$ cat src/rtl/core/bfpa_pkg.sv
// Shared types, constants and codes for the best-fit partition allocator.
package bfpa_pkg;

  localparam int unsigned MAX_FRAMES_DEF = 32;
  localparam int unsigned SIZE_WIDTH_DEF = 16;
  localparam int unsigned CFG_W          = 6;
  localparam int unsigned IDX_FIELD_W    = 5;
  localparam int unsigned SIZE_FIELD_W   = 16;

  localparam logic OP_LOAD  = 1'b0;
  localparam logic OP_ALLOC = 1'b1;

  typedef struct packed {
    logic                    operation;
    logic [IDX_FIELD_W-1:0]  frame_index;
    logic [SIZE_FIELD_W-1:0] block_size;
  } in_item_t;

  typedef struct packed {
    logic                    granted;
    logic [IDX_FIELD_W-1:0]  chosen_frame;
    logic [SIZE_FIELD_W-1:0] leftover;
  } out_item_t;

  typedef enum logic [1:0] {
    ST_IDLE,
    ST_LOAD,
    ST_SCAN,
    ST_DONE
  } state_e;

  typedef struct packed {
    logic capture;
    logic write;
    logic issue;
    logic commit;
  } ctrl_cmd_t;

  typedef struct packed {
    logic is_alloc;
    logic scan_end;
  } dp_status_t;

endpackage

$ cat src/rtl/core/bfpa_ram.sv
// Generic simple dual-port RAM with registered read.
module bfpa_ram #(
  parameter int unsigned WIDTH = 16,
  parameter int unsigned DEPTH = 32,
  localparam int unsigned AW   = (DEPTH > 1) ? $clog2(DEPTH) : 1
) (
  input  logic             clk_i,
  input  logic             we_i,
  input  logic [AW-1:0]    waddr_i,
  input  logic [WIDTH-1:0] wdata_i,
  input  logic             re_i,
  input  logic [AW-1:0]    raddr_i,
  output logic [WIDTH-1:0] rdata_o
);

  logic [WIDTH-1:0] mem_q [DEPTH];
  logic [WIDTH-1:0] rdata_q;

  always_ff @(posedge clk_i) begin
    if (we_i) begin
      mem_q[waddr_i] <= wdata_i;
    end
    if (re_i) begin
      rdata_q <= mem_q[raddr_i];
    end
  end

  assign rdata_o = rdata_q;

endmodule

$ cat src/rtl/core/bfpa_ctrl.sv
// Control state machine for the best-fit partition allocator.
module bfpa_ctrl (
  input  logic                 clk_i,
  input  logic                 rst_ni,
  input  logic                 start_i,
  input  bfpa_pkg::dp_status_t status_i,
  output bfpa_pkg::ctrl_cmd_t  cmd_o,
  output logic                 busy_o,
  output logic                 done_o
);

  bfpa_pkg::state_e state_q, state_d;

  always_ff @(posedge clk_i or negedge rst_ni) begin
    if (!rst_ni) begin
      state_q <= bfpa_pkg::ST_IDLE;
    end else begin
      state_q <= state_d;
    end
  end

  always_comb begin
    state_d = state_q;
    unique case (state_q)
      bfpa_pkg::ST_IDLE: begin
        if (start_i) begin
          state_d = status_i.is_alloc ? bfpa_pkg::ST_SCAN : bfpa_pkg::ST_LOAD;
        end
      end
      bfpa_pkg::ST_LOAD: state_d = bfpa_pkg::ST_DONE;
      bfpa_pkg::ST_SCAN: begin
        if (status_i.scan_end) begin
          state_d = bfpa_pkg::ST_DONE;
        end
      end
      bfpa_pkg::ST_DONE: state_d = bfpa_pkg::ST_IDLE;
      default:           state_d = bfpa_pkg::ST_IDLE;
    endcase
  end

  always_comb begin
    cmd_o  = '0;
    busy_o = 1'b1;
    done_o = 1'b0;
    unique case (state_q)
      bfpa_pkg::ST_IDLE: begin
        busy_o        = 1'b0;
        cmd_o.capture = start_i;
      end
      bfpa_pkg::ST_LOAD: cmd_o.write = 1'b1;
      bfpa_pkg::ST_SCAN: cmd_o.issue = !status_i.scan_end;
      bfpa_pkg::ST_DONE: begin
        done_o       = 1'b1;
        cmd_o.commit = 1'b1;
      end
      default: busy_o = 1'b1;
    endcase
  end

  a_accept_busy : assert property (@(posedge clk_i) disable iff (!rst_ni)
    start_i && !busy_o |=> busy_o)
    else $error("accepted beat did not raise busy");

  a_done_single : assert property (@(posedge clk_i) disable iff (!rst_ni)
    done_o |=> !done_o && !busy_o)
    else $error("result strobe longer than one cycle");

  a_issue_scan : assert property (@(posedge clk_i) disable iff (!rst_ni)
    cmd_o.issue |-> !cmd_o.write && !cmd_o.commit && busy_o)
    else $error("scan read issued outside scan");

endmodule

$ cat src/rtl/core/bfpa_dp.sv
// Datapath: partition table, used bits, scan counter and best-fit tracking.
module bfpa_dp #(
  parameter int unsigned MAX_FRAMES = bfpa_pkg::MAX_FRAMES_DEF,
  parameter int unsigned SIZE_WIDTH = bfpa_pkg::SIZE_WIDTH_DEF
) (
  input  logic                        clk_i,
  input  logic                        rst_ni,
  input  logic                        cfg_we_i,
  input  logic [bfpa_pkg::CFG_W-1:0]  cfg_data_i,
  input  bfpa_pkg::in_item_t          item_i,
  input  bfpa_pkg::ctrl_cmd_t         cmd_i,
  output bfpa_pkg::dp_status_t        status_o,
  output bfpa_pkg::out_item_t         result_o
);

  localparam int unsigned IDX_W = $clog2(MAX_FRAMES);
  localparam int unsigned CNT_W = $clog2(MAX_FRAMES + 1);
  localparam int unsigned LIM_W = (CNT_W > bfpa_pkg::CFG_W) ? CNT_W : bfpa_pkg::CFG_W;

  logic [bfpa_pkg::CFG_W-1:0]       cfg_q;
  logic [MAX_FRAMES-1:0]            used_q, used_d;
  logic [CNT_W-1:0]                 cnt_q;
  logic                             pend_q;
  logic                             found_q, found_d;
  logic                             op_q;
  logic [bfpa_pkg::IDX_FIELD_W-1:0] idx_q;
  logic [SIZE_WIDTH-1:0]            req_q;
  logic [IDX_W-1:0]                 pend_idx_q;
  logic [IDX_W-1:0]                 best_idx_q;
  logic [SIZE_WIDTH-1:0]            best_left_q;

  logic [LIM_W-1:0]      cfg_ext, max_ext, limit;
  logic                  load_ok;
  logic [IDX_W-1:0]      load_idx;
  logic [SIZE_WIDTH-1:0] rd_data, cand_left;
  logic                  cand_fits, cand_better, take;

  assign cfg_ext = LIM_W'(cfg_q);
  assign max_ext = LIM_W'(MAX_FRAMES);
  assign limit   = (cfg_ext > max_ext) ? max_ext : cfg_ext;

  assign status_o.is_alloc = (item_i.operation == bfpa_pkg::OP_ALLOC);
  assign status_o.scan_end = (LIM_W'(cnt_q) >= limit);

  assign load_ok  = (32'(idx_q) < MAX_FRAMES);
  assign load_idx = IDX_W'(idx_q);

  bfpa_ram #(
    .WIDTH (SIZE_WIDTH),
    .DEPTH (MAX_FRAMES)
  ) u_size_ram (
    .clk_i   (clk_i),
    .we_i    (cmd_i.write && load_ok),
    .waddr_i (load_idx),
    .wdata_i (req_q),
    .re_i    (cmd_i.issue),
    .raddr_i (cnt_q[IDX_W-1:0]),
    .rdata_o (rd_data)
  );

  assign cand_left   = rd_data - req_q;
  assign cand_fits   = pend_q && !used_q[pend_idx_q] && (rd_data >= req_q);
  assign cand_better = !found_q || (cand_left < best_left_q);
  assign take        = cand_fits && cand_better;

  always_comb begin
    used_d = used_q;
    if (cmd_i.write && load_ok) begin
      used_d[load_idx] = 1'b0;
    end
    if (cmd_i.commit && (op_q == bfpa_pkg::OP_ALLOC) && found_q) begin
      used_d[best_idx_q] = 1'b1;
    end
  end

  always_comb begin
    found_d = found_q;
    if (cmd_i.capture) begin
      found_d = 1'b0;
    end else if (take) begin
      found_d = 1'b1;
    end
  end

  always_ff @(posedge clk_i or negedge rst_ni) begin
    if (!rst_ni) begin
      cfg_q   <= '0;
      used_q  <= '0;
      cnt_q   <= '0;
      pend_q  <= 1'b0;
      found_q <= 1'b0;
    end else begin
      if (cfg_we_i) begin
        cfg_q <= cfg_data_i;
      end
      used_q  <= used_d;
      pend_q  <= cmd_i.issue;
      found_q <= found_d;
      if (cmd_i.capture) begin
        cnt_q <= '0;
      end else if (cmd_i.issue) begin
        cnt_q <= cnt_q + CNT_W'(1);
      end
    end
  end

  always_ff @(posedge clk_i) begin
    if (cmd_i.capture) begin
      op_q  <= item_i.operation;
      idx_q <= item_i.frame_index;
      req_q <= SIZE_WIDTH'(item_i.block_size);
    end
    if (cmd_i.issue) begin
      pend_idx_q <= cnt_q[IDX_W-1:0];
    end
    if (take) begin
      best_idx_q  <= pend_idx_q;
      best_left_q <= cand_left;
    end
  end

  assign result_o.granted      = (op_q == bfpa_pkg::OP_ALLOC) && found_q;
  assign result_o.chosen_frame = result_o.granted ? bfpa_pkg::IDX_FIELD_W'(best_idx_q) : '0;
  assign result_o.leftover     = result_o.granted ? bfpa_pkg::SIZE_FIELD_W'(best_left_q) : '0;

  a_pend_after_issue : assert property (@(posedge clk_i) disable iff (!rst_ni)
    pend_q |-> $past(cmd_i.issue))
    else $error("compare without a read beat");

  a_commit_free : assert property (@(posedge clk_i) disable iff (!rst_ni)
    cmd_i.commit && found_q |-> !used_q[best_idx_q])
    else $error("granted partition already in use");

  a_cnt_bound : assert property (@(posedge clk_i) disable iff (!rst_ni)
    32'(cnt_q) <= MAX_FRAMES)
    else $error("scan counter past table depth");

endmodule

$ cat src/rtl/core/best_fit_partition_allocator_unit.sv
// Top level of the best-fit partition allocator.
//
// Commands enter on req_i when start is high and busy is low. A load beat
// writes one partition size and frees that partition; an allocate beat scans
// the free partitions among the first frame_count (saturated to MAX_FRAMES)
// and grants the one with the smallest leftover, lowest index on a tie.
// Every command returns exactly one result beat on rsp_o, marked by done_o
// for one cycle; the receiver cannot stall, so it must take it then.
// A load passes through the load state and then the result state. An allocate
// reads the size table one partition per cycle through its single read port,
// compares each registered read with the request in the cycle after it, and
// then enters the result state. busy stays high until the result cycle
// ends; one command is in flight at a time.
// frame_count is written on cfg_data_i with cfg_valid_i/cfg_ready_o; ready
// is high while the block is idle.
// Reset clears frame_count and marks all partitions free. Partition sizes are
// undefined until loaded.
module best_fit_partition_allocator_unit #(
  parameter int unsigned MAX_FRAMES = bfpa_pkg::MAX_FRAMES_DEF,
  parameter int unsigned SIZE_WIDTH = bfpa_pkg::SIZE_WIDTH_DEF
) (
  input  logic                       clk_i,
  input  logic                       rst_ni,
  input  logic                       start,
  output logic                       busy,
  input  bfpa_pkg::in_item_t         req_i,
  output logic                       done_o,
  output bfpa_pkg::out_item_t        rsp_o,
  input  logic                       cfg_valid_i,
  output logic                       cfg_ready_o,
  input  logic [bfpa_pkg::CFG_W-1:0] cfg_data_i
);

  bfpa_pkg::ctrl_cmd_t  cmd;
  bfpa_pkg::dp_status_t status;

  assign cfg_ready_o = !busy;

  bfpa_ctrl u_ctrl (
    .clk_i    (clk_i),
    .rst_ni   (rst_ni),
    .start_i  (start),
    .status_i (status),
    .cmd_o    (cmd),
    .busy_o   (busy),
    .done_o   (done_o)
  );

  bfpa_dp #(
    .MAX_FRAMES (MAX_FRAMES),
    .SIZE_WIDTH (SIZE_WIDTH)
  ) u_dp (
    .clk_i      (clk_i),
    .rst_ni     (rst_ni),
    .cfg_we_i   (cfg_valid_i && cfg_ready_o),
    .cfg_data_i (cfg_data_i),
    .item_i     (req_i),
    .cmd_i      (cmd),
    .status_o   (status),
    .result_o   (rsp_o)
  );

endmodule

$ cat config.mk
export PLATFORM = sky130hd
export DESIGN_NAME = best_fit_partition_allocator_unit
export DESIGN_NICKNAME = d
export VERILOG_FILES = /design/src/rtl/core/bfpa_pkg.sv /design/src/rtl/core/bfpa_ram.sv /design/src/rtl/core/bfpa_ctrl.sv /design/src/rtl/core/bfpa_dp.sv /design/src/rtl/core/best_fit_partition_allocator_unit.sv
export SDC_FILE = /design/constraint.sdc
export NUM_CORES = 1
export LEC_CHECK = 0
export BUFFER_PORTS_ARGS = -buffer_cell sky130_fd_sc_hd__clkbuf_2
export CORE_ASPECT_RATIO = 1.75
export CORE_UTILIZATION = 50
export DETAILED_ROUTE_END_ITERATION = 8
export PLACE_DENSITY_LB_ADDON = 0.2
export SYNTH_ARGS = -nofsm -noshare
export SYNTH_HDL_FRONTEND = slang
export SYNTH_SLANG_ARGS = --single-unit
$ cat constraint.sdc
create_clock -name clk_i -period 5.3 [get_ports clk_i]
set_input_delay 1.06 -clock clk_i [delete_from_list [all_inputs] [get_ports clk_i]]
set_output_delay 1.06 -clock clk_i [all_outputs]
set_load 0.1 [all_outputs]
* Yosys cells after proc, flatten, opt, wreduce, memory -nomap -nowiden
Memory sizes are Yosys's and may differ from the RTL's. A register that Yosys moved wholly into a read port is not among the register bits. Cells that the tools add are included. Widths: inputs -> output; s select.
Word-level totals: input port bits 32, memories 1, RAM bits 512, flip-flop bits (word level) 96, logic and storage cells 75
Memories:
- u_dp.u_size_ram.mem_q | words 32, width 16, read ports 1, clocked after memory_dff 1, wr ports 1, RTL line bfpa_ram.sv:16 | logic [WIDTH-1:0] mem_q [DEPTH];
Cells by class: mux-type cells 26, reduce and logical (&&, ||, !) cells 17, equality and inequality tests 5, $lt $le $gt $ge 9, bitwise logic cells 3, add/subtract/negate cells 2
Operators by type and width (count):
- $mux 32 | 2
- $and 32x32->32 | 1
- $not 32->32 | 1
- $or 32x32->32 | 1
- $lt 5x6->1 const B | 3
- $mux 6 | 3
- $ge 16x16->1 | 1
- $lt 16x16->1 | 1
- $mux 16 | 1
- $sub 16x16->16 | 1
- $mux 1 | 12
- $demux 1 s5 | 2
- $ge 5x1->1 const B | 2
- $logic_and 1x1->1 | 9
- $pmux 2 s4 | 1
- $add 6x1->6 const B | 1
- $ge 6x6->1 | 1
- $gt 6x6->1 const B | 1
- $mux 2 | 3
- $bmux 1 s5 | 1
- $mux 5 | 1
- $eq 2x2->1 const B | 2
- $reduce_bool 2->1 | 2
- $logic_not 1->1 | 3
- 6 further kinds | 6

* Longest topological paths before layout
Gate-level depths: netlist of the first run.
depth after elaboration 9, depth in mapped cells 16

* Modules after synthesis
A second synthesis of the first run with hierarchy kept.
Unflattened totals: cell total of the unflattened synthesis 1628, area total of the unflattened synthesis 26047.5 sq um
By module, submodules not included:
- bfpa_ram | cells each 1143, area each 20696.1 sq um, times used 1
- bfpa_dp | cells each 463, area each 5133.7 sq um, times used 1
- bfpa_ctrl | cells each 20, area each 207.7 sq um, times used 1
- best_fit_partition_allocator_unit | cells each 2, area each 10.0 sq um, times used 1

* Worst setup path before layout of the first run
Ideal clock, no wire load.
kind register to register, start point register u_dp.req_q[1], end point register u_dp.best_idx_q[0] (enable), data arrival time 4.366 ns, cell stages (with the launch flop) 15, buffers on the path 0, data required time 4.888 ns, period minus slack after synthesis 4.778 ns, path slack 0.522 ns, cells stage by stage edfxtp_1 -> inv_1 -> ha_1 -> nor2b_1 -> o31a_1 -> o311ai_1 -> a21oi_1 -> o41ai_1 -> xnor2_1 -> ha_1 -> a21oi_1 -> nand2_1 -> a21oi_1 -> o21ai_0 -> a31oi_1
On the way: word-level cells in the longest chain between the ends 4, elaborated cells on any way between the ends 6, those cells by class 1 x add/sub; 2 x order compare; 3 x reduce/logical
Ends and longest elaborated chain:
- start: declaration | RTL line bfpa_dp.sv:27 | logic [SIZE_WIDTH-1:0] req_q;
- start signal: assignment | RTL line bfpa_dp.sv:111 | req_q <= SIZE_WIDTH'(item_i.block_size);
- $sub 16x16->16 | RTL line bfpa_dp.sv:61 | assign cand_left = rd_data - req_q;
- named net u_dp.cand_left[15] | RTL line bfpa_dp.sv:35 | logic [SIZE_WIDTH-1:0] rd_data, cand_left;
- $lt 16x16->1 | RTL line bfpa_dp.sv:63 | assign cand_better = !found_q || (cand_left < best_left_q);
- $logic_or 1x1->1 | RTL line bfpa_dp.sv:63
- $logic_and 1x1->1 | RTL line bfpa_dp.sv:64 | assign take = cand_fits && cand_better;
- named net u_dp.take | RTL line bfpa_dp.sv:36 | logic cand_fits, cand_better, take;
- end signal: assignment | RTL line bfpa_dp.sv:117 | best_idx_q <= pend_idx_q;
- end: declaration | RTL line bfpa_dp.sv:29 | logic [IDX_W-1:0] best_idx_q;
The timed path passes the listed nets, and every way through them passes these cells. A chain may end at the register's enable or synchronous reset.

* Worst setup path in the final report of the first run
start point register u_dp.req_q[6], end point register u_dp.best_left_q[1] (enable)
On the way: word-level cells in the longest chain between the ends 4, elaborated cells on any way between the ends 6, those cells by class 1 x add/sub; 2 x order compare; 3 x reduce/logical
Ends and longest elaborated chain:
- $sub 16x16->16 | RTL line bfpa_dp.sv:61
- named net u_dp.cand_left[15] | RTL line bfpa_dp.sv:35
- $lt 16x16->1 | RTL line bfpa_dp.sv:63
- $logic_or 1x1->1 | RTL line bfpa_dp.sv:63
- $logic_and 1x1->1 | RTL line bfpa_dp.sv:64
- named net u_dp.take | RTL line bfpa_dp.sv:36
- end signal: assignment | RTL line bfpa_dp.sv:118 | best_left_q <= cand_left;
- end: declaration | RTL line bfpa_dp.sv:30 | logic [SIZE_WIDTH-1:0] best_left_q;
The timed path passes the listed nets, and every way through them passes these cells.

==> impl_metrics.ini, run 1 <==
[clocking]
cts_tree = done
htree_levels = 2
post-cts-setup-buffer-count = 0
cts_root_buf = clkbuf_16
ctsResizeCount = 0
clk_path_buf_depth = 3
hold_buffers = 0
cts_made_buffers = 53
clkSinkCount = 624
cts.clk_slew.worst_paths_ns = 0.07
clk_latency_ns = 0.60

[timing]
setup_slack_ns = 0.902
relSlewSlack_pct = 22.1
fmax_ghz = 0.227
finalSetupViolCount = 0
min_period_ns = 4.40
finalClockSkew_ns = 0.0198
rsz0062_at_grt = false
worst_pin_slew_ns = 1.17
hold_viol_final = 0
fin_setup_tns_ns = 0
period_share_pct = 83.0
slew_viol_final = 0

[critical_path]
endpoint_kind = flop
cp_max_fo = 33
cpMostUsedCell = a21oi_1
crit_path_top_delay_cell = a31oi_2
startpoint_type = flop
path_class = reg2reg
cpPeakStageDelay_ns = 0.51
worstPathArrival_ns = 4.69
critical_path_required_ns = 5.59
regToRegSetupSlack_ns = 0.90
worstPathCellList = buf_4 > inv_1 > ha_1 > a211oi_1 > o21ai_0 > o311ai_1 > a21oi_1 > o41ai_1 > xnor2_1 > ha_1 > a21oi_1 > nand2_1 > a21oi_1 > o21ai_0 > a31oi_2 > buf_12

[logic_synthesis]
synth_fp_nets = 1356
syn-cell-area_sq_um = 25300
yosysWarnings = 0
postSynthCellCount = 1281
ys_seq_elements = 624
synthTopCellsByArea = edfxtp_1 (68%), mux4_2 (15%), dfrtp_1 (4.8%), ha_1 (2.1%), o21ai_0 (1.5%)
synth-edff-count = 576
synth_area_leader_cell = edfxtp_1
async_reset_ff_share_pct = 7.69
synthDistinctLibCells = 52
synth_top_cell_area_share_pct = 68.4
yosysSeqAreaShare_pct = 73.2
synthFlopType = edfxtp_1
avgSynthCellArea_sq_um = 19.7

[die]
ios = 57
die-height_um = 299
rows = 108
die_w_um = 172
core_area_sq_um = 49700
dieArea_sq_um = 51500
start_util_pct = 50.8

[route]
routed_via_density = 6.00
drt_wl_total_um = 57900
dr_total_vias = 12600
drt_drc_violations_left = 0
dr.pass1.iters = 5
ant_nets = 0
detail_route.wl_per_cell_um = 27.6
drt_iter0_markers = 1179

[grt]
track_usage_pct = 23.3
grt_pass1_vias = 13000
grt_pass1_wl_um = 84900
grt_max_degree = 70
antenna_found_initial = 2
grt_overflow = 0

[finish]
regArea_sq_um = 18500
multi_input_area_sq_um = 6400
drive_gt1_share_pct = 29.9
nFillCells = 3708
syn_to_final_growth_pct = 12.4
most-common-layout-cells = edfxtp_1 (576), mux4_2 (168), o21ai_0 (78), buf_4 (59), clkbuf_2 (56)
mostFrequentLayoutCell = edfxtp_1
final_nets = 1470

[pwr]
leakagePower_nw = 9.40
p_per_area_nw_per_um2 = 499
vdd_drop_max_v = 0.000292

[placement]
place_ws_ns = 1.06
io_buffers = 56
dp_hpwl_um = 35200
globalplace.congestion = 0.830

[run_status]
status = completed

[flow_run]
max-cap-violations = 0

[min_path]
hold_class = reg2reg
state kept, by name, indices dropped and copies added, names as in the netlist:
signal	count
u_dp.u_size_ram.rdata_o	16
u_dp.cfg_ext	6
u_dp.used_q	32
u_dp.u_size_ram.mem_q	512
u_dp.best_idx_q	5
u_dp.op_q	1
u_dp.pend_idx_q	5
u_dp.best_left_q	16
u_dp.idx_q	5
u_dp.found_q	1
u_dp.req_q	16
u_dp.cnt_q	6
u_ctrl.state_q	2
u_dp.pend_q	1
cells by family after synthesis:
family	share of synthesized area [%]
xor+xnor	0.416
buf+inv	1.90
flops	73.2
simple gates	3.03
fa+ha+maj	2.16
mux	16.0
compound gates	3.33
through the flow:
step | util, % | hold WS (ns) | power (W) | instances | instance area, sq um
global route | 57.1 | 0.527 | 0.0148 | 2101 | 28400
finish | 57.1 | 0.503 | 0.0142 | 2101 | 28400
CTS | 57.1 | 0.500 | 0.0143 | 2100 | 28400
detailed placement | 53.7 | 0.484 | 0.0105 | 2000 | 26700
global placement | 53.7 | 0.482 | 0.0104 | 2000 | 26700
floorplan | - | 0.421 | 0.00934 | 1281 | 25300
cells in the mapped netlist, drive strengths merged, types with 3 or more instances:
library cell / count
a21o: 8
a21oi: 25
a31oi: 3
and3: 7
buf: 27
clkbuf: 32
dfrtp: 48
edfxtp: 576
ha: 42
inv: 47
mux2: 22
mux4: 168
nand2: 28
nand2b: 6
nand3: 15
nand3b: 9
nand4: 4
nor2: 69
nor2b: 5
nor3: 3
nor3b: 3
o21ai: 78
o311ai: 3
o31ai: 3
o41ai: 5
or3: 3
or3b: 3
xnor2: 8
xor2: 4
routing by layer:
layer	global-route usage [%]	part of all wire, %	vias up
li1	-	-	5441
met1	28.6	38	6699
met2	42.0	54	371
met3	2.19	3.7	95
met4	9.00	3.8	2
met5	0	0.022	-
worst max-delay path, delay by kind of cell, from the launching register on:
family / cells / cell delay (ns)
fa+ha+maj: 2 / 0.67
compound gates: 9 / 2.18
xor+xnor: 1 / 0.21
flops: 1 / 0.33
buf+inv: 3 / 0.60
simple gates: 1 / 0.09
where the power goes:
group,internal (W),leakage [nW],switching [W],total [W]
Sequential,0.00595,5.83,0.000403,0.00635
Clock,0.00211,0.839,0.00175,0.00386
Combinational,0.00178,2.73,0.00219,0.00396
Total,0.00984,9.40,0.00434,0.0142
final timing paths:
path | startpoint | to | cells past startpoint
worst min register to register | u_dp.pend_idx_q[4] | u_dp.best_idx_q[4] | 0
min in group asynchronous | rst_ni | u_dp.used_q[30] | 2
worst max-delay path | u_dp.req_q[6] | u_dp.best_left_q[1] | 16
worst min-delay path | u_dp.pend_idx_q[4] | u_dp.best_idx_q[4] | 0
max in group asynchronous | rst_ni | u_dp.cnt_q[1] | 2
worst max register to register | u_dp.req_q[6] | u_dp.best_left_q[1] | 16
cell type report:
cell class                      instances  share of cell area (%)
Sequential cell                       624                    65.2
Multi-Input combinational cell        551                    22.5
Clock buffer                           66                    4.88
Timing Repair Buffer                  118                    2.76
Inverter                               47                   0.621
Clock inverter                         34                    1.12
Antenna cell                            1                 0.00881
Tap cell                              660                    2.91
No activity file was read; power rests on OpenSTA's default activity.
==> run 2: changes to the inputs <==
==> constraint.sdc (replaced) <==
create_clock -name clk_i -period 3.6 [get_ports clk_i]
set_input_delay 0.72 -clock clk_i [delete_from_list [all_inputs] [get_ports clk_i]]
set_output_delay 0.72 -clock clk_i [all_outputs]
set_load 0.1 [all_outputs]
==> run 2 against run 1 <==
Compared with the run above: utilization rose by 0.74 points; register-to-register slack got worse by 0.86 ns; count of clock-buffer cells in the layout fell by 2; routed wire length fell by 2.1%; sequential power rose by 44%; fmax rose by 24%; final cell count rose by 1.0%; non-clock buffer count rose by 25; cell area rose by 1.3%; critical endpoint is now u_dp.best_left_q[13]; largest cell class unchanged.
==> impl_metrics.ini, run 2 (synthesis results as in run 1) <==
[die]
rows = 108
dieArea_sq_um = 51500
core_area_sq_um = 49700
ios = 57
die_w_um = 172
start_util_pct = 50.8
die-height_um = 299

[finish]
drive_gt1_share_pct = 32.1
regMostFlops = u_dp.u_size_ram.mem_q
final_nets = 1495
syn_to_final_growth_pct = 13.8
fin_area_sq_um = 28800
largest_reg_flops = 512
mostFrequentLayoutCell = edfxtp_1
largest_registers = u_dp.u_size_ram.mem_q (512), u_dp.used_q (32)
utilization_pct = 57.9
most-common-layout-cells = edfxtp_1 (576), mux4_2 (168), buf_4 (75), o21ai_0 (74), clkbuf_2 (56)
fin_cells = 2123
diodes = 0

[grt]
track_usage_pct = 22.8
met1_usage_pct = 27.1
grt_pass1_wl_um = 83400
grt_overflow = 0
grt_max_degree = 50
antenna_found_initial = 1
grtUsageMet3_pct = 2.55
grt_use_met2_pct = 41.7
busiest_layer = met2
grt_pass1_vias = 13200

[run_status]
status = completed

[clocking]
clk_path_buf_depth = 3
cts.clk_slew.worst_paths_ns = 0.07
hold_buffers = 0
cts_root_buf = clkbuf_16
cts_tree = done
htree_levels = 2
clkSinkCount = 624
clk_latency_ns = 0.59
cts_made_buffers = 53

[timing]
worst_pin_slew_ns = 0.923
relSlewSlack_pct = 38.4
period_share_pct = 98.9
finalSetupViolCount = 0
fin_setup_tns_ns = 0
slew_viol_final = 0
min_period_ns = 3.56
rsz0062_at_grt = true
fmax_ghz = 0.281
finalClockSkew_ns = 0.0180
hold_viol_final = 0

[placement]
placed_area_sq_um = 26900
io_buffers = 56
dp.cells = 2016
dp_hpwl_um = 35200
globalplace.congestion = 0.879

[pwr]
finalPower_w = 0.0212
leakagePower_nw = 9.54
p_per_area_nw_per_um2 = 738
vdd_drop_max_v = 0.000375

[critical_path]
path_class = reg2reg
endpoint_kind = flop
startpoint_type = flop
cp_max_fo = 5
worstPathArrival_ns = 3.86
critical_path_required_ns = 3.91

[min_path]
hold_class = in2async

[route]
drt_iter0_markers = 936
drt_wl_total_um = 56700
ant_nets = 0
dr.pass1.iters = 5
drt_drc_violations_left = 0
dr_total_vias = 12500
detail_route.wl_per_cell_um = 26.7
routed_via_density = 5.91

[flow_run]
max-cap-violations = 0
run 2: metrics by stage:
step | hold slack (ns) | worst slack, ns
after global placement | 0.477 | 0.00809
after detailed placement | 0.477 | -0.0364
after floorplan | 0.421 | -0.211
after CTS | 0.178 | 0.000996
final | 0.191 | 0.0414
after global routing | 0.225 | -0.0783
run 2: worst max-delay path, cell delays in order, from the launching register on:
cell       delay [ns]
edfxtp_1         0.43
ha_4             0.27
nor2b_4          0.12
o31a_1           0.29
o311ai_4         0.32
a21oi_2          0.12
nor2_1           0.13
xnor2_1          0.16
ha_1             0.30
a2111oi_4        0.29
nand2_1          0.11
a21oi_2          0.14
o21ai_2          0.09
a31oi_4          0.20
bufbuf_16        0.29
run 2: what timing repair did:
action / 4_1_cts / 5_1_grt
endpoints found under the hold margin: 0 / 0
resized for setup: 7 / 4
pin swaps: 4 / 3
gates cloned: 2 / 1
setup endpoints to repair: 21 / 21
setup buffers: 2 / 4
run 2: report_power, final:
| group | switching (W) | leakage, nW | internal [W] |
|---|---|---|---|
| clock network | 0.00256 | 0.803 | 0.00301 |
| registers | 0.000399 | 5.83 | 0.00876 |
| logic | 0.00353 | 2.91 | 0.00297 |
run 2: metal layers:
metal / vias to the layer above / routed length, um
met5: - / 0
li1: 5478 / -
met4: 0 / 2160
met3: 106 / 2220
met2: 363 / 31600
met1: 6595 / 20700
run 2: worst paths after layout:
| check | slack, ns | startpoint | depth (start not counted) | endpoint |
|---|---|---|---|---|
| min in group clk_i | 0.31 | req_i[17] | 1 | u_dp.idx_q[1] |
| worst max-delay path | 0.04 | u_dp.u_size_ram.rdata_o[1] | 14 | u_dp.best_left_q[13] |
| worst min-delay path | 0.19 | rst_ni | 1 | u_dp.used_q[24] |
| worst max register to register | 0.04 | u_dp.u_size_ram.rdata_o[1] | 14 | u_dp.best_left_q[13] |
| worst min register to register | 0.49 | u_dp.pend_idx_q[4] | 0 | u_dp.best_idx_q[4] |
| max in group asynchronous | 2.58 | rst_ni | 2 | u_dp.cnt_q[0] |
run 2: area by class of cell:
class | count | area [sq um]
Multi-Input combinational cell | 551 | 6500
Timing Repair Buffer | 143 | 1110
Tap cell | 660 | 826
Clock buffer | 64 | 1370
Inverter | 47 | 176
Clock inverter | 34 | 293
Sequential cell | 624 | 18500
Fill cell | 3714 | 21000
==> run 3: changes to the inputs <==
--- a/config.mk
+++ b/config.mk
@@ -6,8 +6,10 @@
 export NUM_CORES = 1
 export LEC_CHECK = 0
 export BUFFER_PORTS_ARGS = -buffer_cell sky130_fd_sc_hd__clkbuf_2
+export CELL_PAD_IN_SITES_DETAIL_PLACEMENT = 1
+export CELL_PAD_IN_SITES_GLOBAL_PLACEMENT = 2
 export CORE_ASPECT_RATIO = 1.75
-export CORE_UTILIZATION = 50
+export CORE_UTILIZATION = 44
 export DETAILED_ROUTE_END_ITERATION = 8
 export PLACE_DENSITY_LB_ADDON = 0.2
 export SYNTH_ARGS = -nofsm -noshare
==> run 3 against run 2 <==
Compared with the run above: die area rose by 14%; fmax down 0.78%; cell area is 1.2% higher; clock power rose by 8.6%; critical path type unchanged; highest routed layer unchanged.
==> impl_metrics.ini, run 3 (synthesis results as in run 1) <==
[timing]
holdWs_ns = 0.287
slew_viol_final = 0
period_share_pct = 99.6
finalClockSkew_ns = 0.0134
hold_viol_final = 0
relSlewSlack_pct = 31.1
rsz0062_at_grt = true
finalSetupViolCount = 0
worst_pin_slew_ns = 1.03
min_period_ns = 3.59
fmax_ghz = 0.279
setup_slack_ns = 0.0133

[clocking]
cts_root_buf = clkbuf_16
cts.clk_slew.worst_paths_ns = 0.07
clkSinkCount = 624
cts_made_buffers = 55
clk_path_buf_depth = 3
htree_levels = 2
clk_latency_ns = 0.61
cts_tree = done

[route]
routed_via_density = 5.70
route.layer.met1.wl_um = 23600
ant_nets = 0
wl_met3_um = 1600
detail_route.wl_per_cell_um = 28.3
drt_iter0_markers = 962
dr.pass1.iters = 5
dr_total_vias = 12800
drt_drc_violations_left = 0
met2WireLength_um = 36200
drt_wl_total_um = 63400
dr.max_layer_used = met4

[critical_path]
cp_max_fo = 10
path_class = reg2reg
endpoint_kind = flop
startpoint_type = flop
critical_path_required_ns = 3.92
worstPathArrival_ns = 3.91

[finish]
diodes = 0
final_nets = 1512
most-common-layout-cells = edfxtp_1 (576), mux4_2 (168), buf_4 (92), o21ai_0 (74), clkbuf_16 (58)
syn_to_final_growth_pct = 15.2
largest_reg_flops = 512
mostFrequentLayoutCell = edfxtp_1
largest_registers = u_dp.u_size_ram.mem_q (512), u_dp.used_q (32)
regMostFlops = u_dp.u_size_ram.mem_q
drive_gt1_share_pct = 33.2

[grt]
grt_overflow = 0
grt_pass1_vias = 13900
grt_max_degree = 73
track_usage_pct = 22.3
antenna_found_initial = 0
grt_pass1_wl_um = 92900

[die]
rows = 115
die-height_um = 319
ios = 57
die_w_um = 183
core_area_sq_um = 56500
start_util_pct = 44.7
dieArea_sq_um = 58500

[placement]
dp_hpwl_um = 40200
globalplace.congestion = 0.773
io_buffers = 56
place_ws_ns = -0.0351

[pwr]
leakagePower_nw = 9.68
p_per_area_nw_per_um2 = 757
finalPower_w = 0.0220
vdd_drop_max_v = 0.000397

[flow_run]
max-cap-violations = 0

[min_path]
hold_class = in2async

[run_status]
status = completed
## run 3: changes by cell type in the layout (fill, tap and decap cells not counted), sizes merged
cell      previous run  this run
clkinvlp             5         4
inv                 50        48
bufbuf               1         0
clkinv              22        21
bufinv               4         7
clkbuf             121       122
buf                 85       101
## run 3: final cells by class
| type | count | area [sq um] |
|---|---|---|
| Sequential cell | 624 | 18500 |
| Fill cell | 5092 | 27400 |
| Tap cell | 760 | 951 |
| Inverter | 47 | 176 |
| Clock buffer | 65 | 1460 |
| Clock inverter | 33 | 370 |
| Multi-Input combinational cell | 551 | 6490 |
| Timing Repair Buffer | 158 | 1170 |
## run 3: metal layers
metal	vias up	global-route usage, %
met2	256	42.6
met3	86	2.16
met5	-	0
met4	0	7.69
met1	6901	25.6
li1	5519	-
## run 3: timing repair
item	CTS	global route
pin swaps	3	7
resized for setup	2	9
gates cloned	1	1
setup endpoints to repair	21	21
hold buffers	0	0
setup buffers	2	5
## run 3: worst paths after layout
| kind | endpoint | depth (start not counted) | slack [ns] | from |
|---|---|---|---|---|
| setup / recovery | u_dp.best_left_q[6] | 16 | 0.01 | u_dp.u_size_ram.rdata_o[1] |
| hold / removal | u_dp.used_q[8] | 1 | 0.29 | rst_ni |
| setup reg to reg | u_dp.best_left_q[6] | 16 | 0.01 | u_dp.u_size_ram.rdata_o[1] |
| hold reg to reg | u_dp.cfg_ext[0] | 1 | 0.51 | u_dp.cfg_ext[0] |
| max in group asynchronous | u_dp.cnt_q[1] | 1 | 2.55 | rst_ni |
| min in group clk_i | u_dp.idx_q[2] | 1 | 0.29 | req_i[18] |
## run 3: metrics by stage
| stage | setup TNS (ns) | util, % | instances | cell area [sq um] |
|---|---|---|---|---|
| 2_1_floorplan | -4.42 | - | 1281 | 25400 |
| 3_3_place_gp | 0 | 48.0 | 2131 | 27200 |
| 3_5_place_dp | -0.655 | 48.0 | 2131 | 27200 |
| 4_1_cts | -0.165 | 51.4 | 2232 | 29000 |
| 5_1_grt | -3.39 | 51.5 | 2238 | 29100 |
| 6_report | 0 | 51.5 | 2238 | 29100 |
## run 3: where the power goes
group	internal (W)	switching, W
Combinational	0.00306	0.00378
Clock	0.00340	0.00265
Sequential	0.00876	0.000390
Total	0.0152	0.00682
## run 3: worst max-delay path, cell delays in order (launching register included)
cell and delay (ns):
edfxtp_1 0.43, ha_4 0.26, nor2b_4 0.12, o31a_1 0.28, o311ai_2 0.27, buf_4 0.18
a21oi_4 0.06, o41ai_2 0.23, xnor2_1 0.19, ha_1 0.30, a21oi_2 0.20, nand2_1 0.11
a21oi_2 0.14, o21ai_2 0.08, a31oi_4 0.16, buf_4 0.16, buf_16 0.13
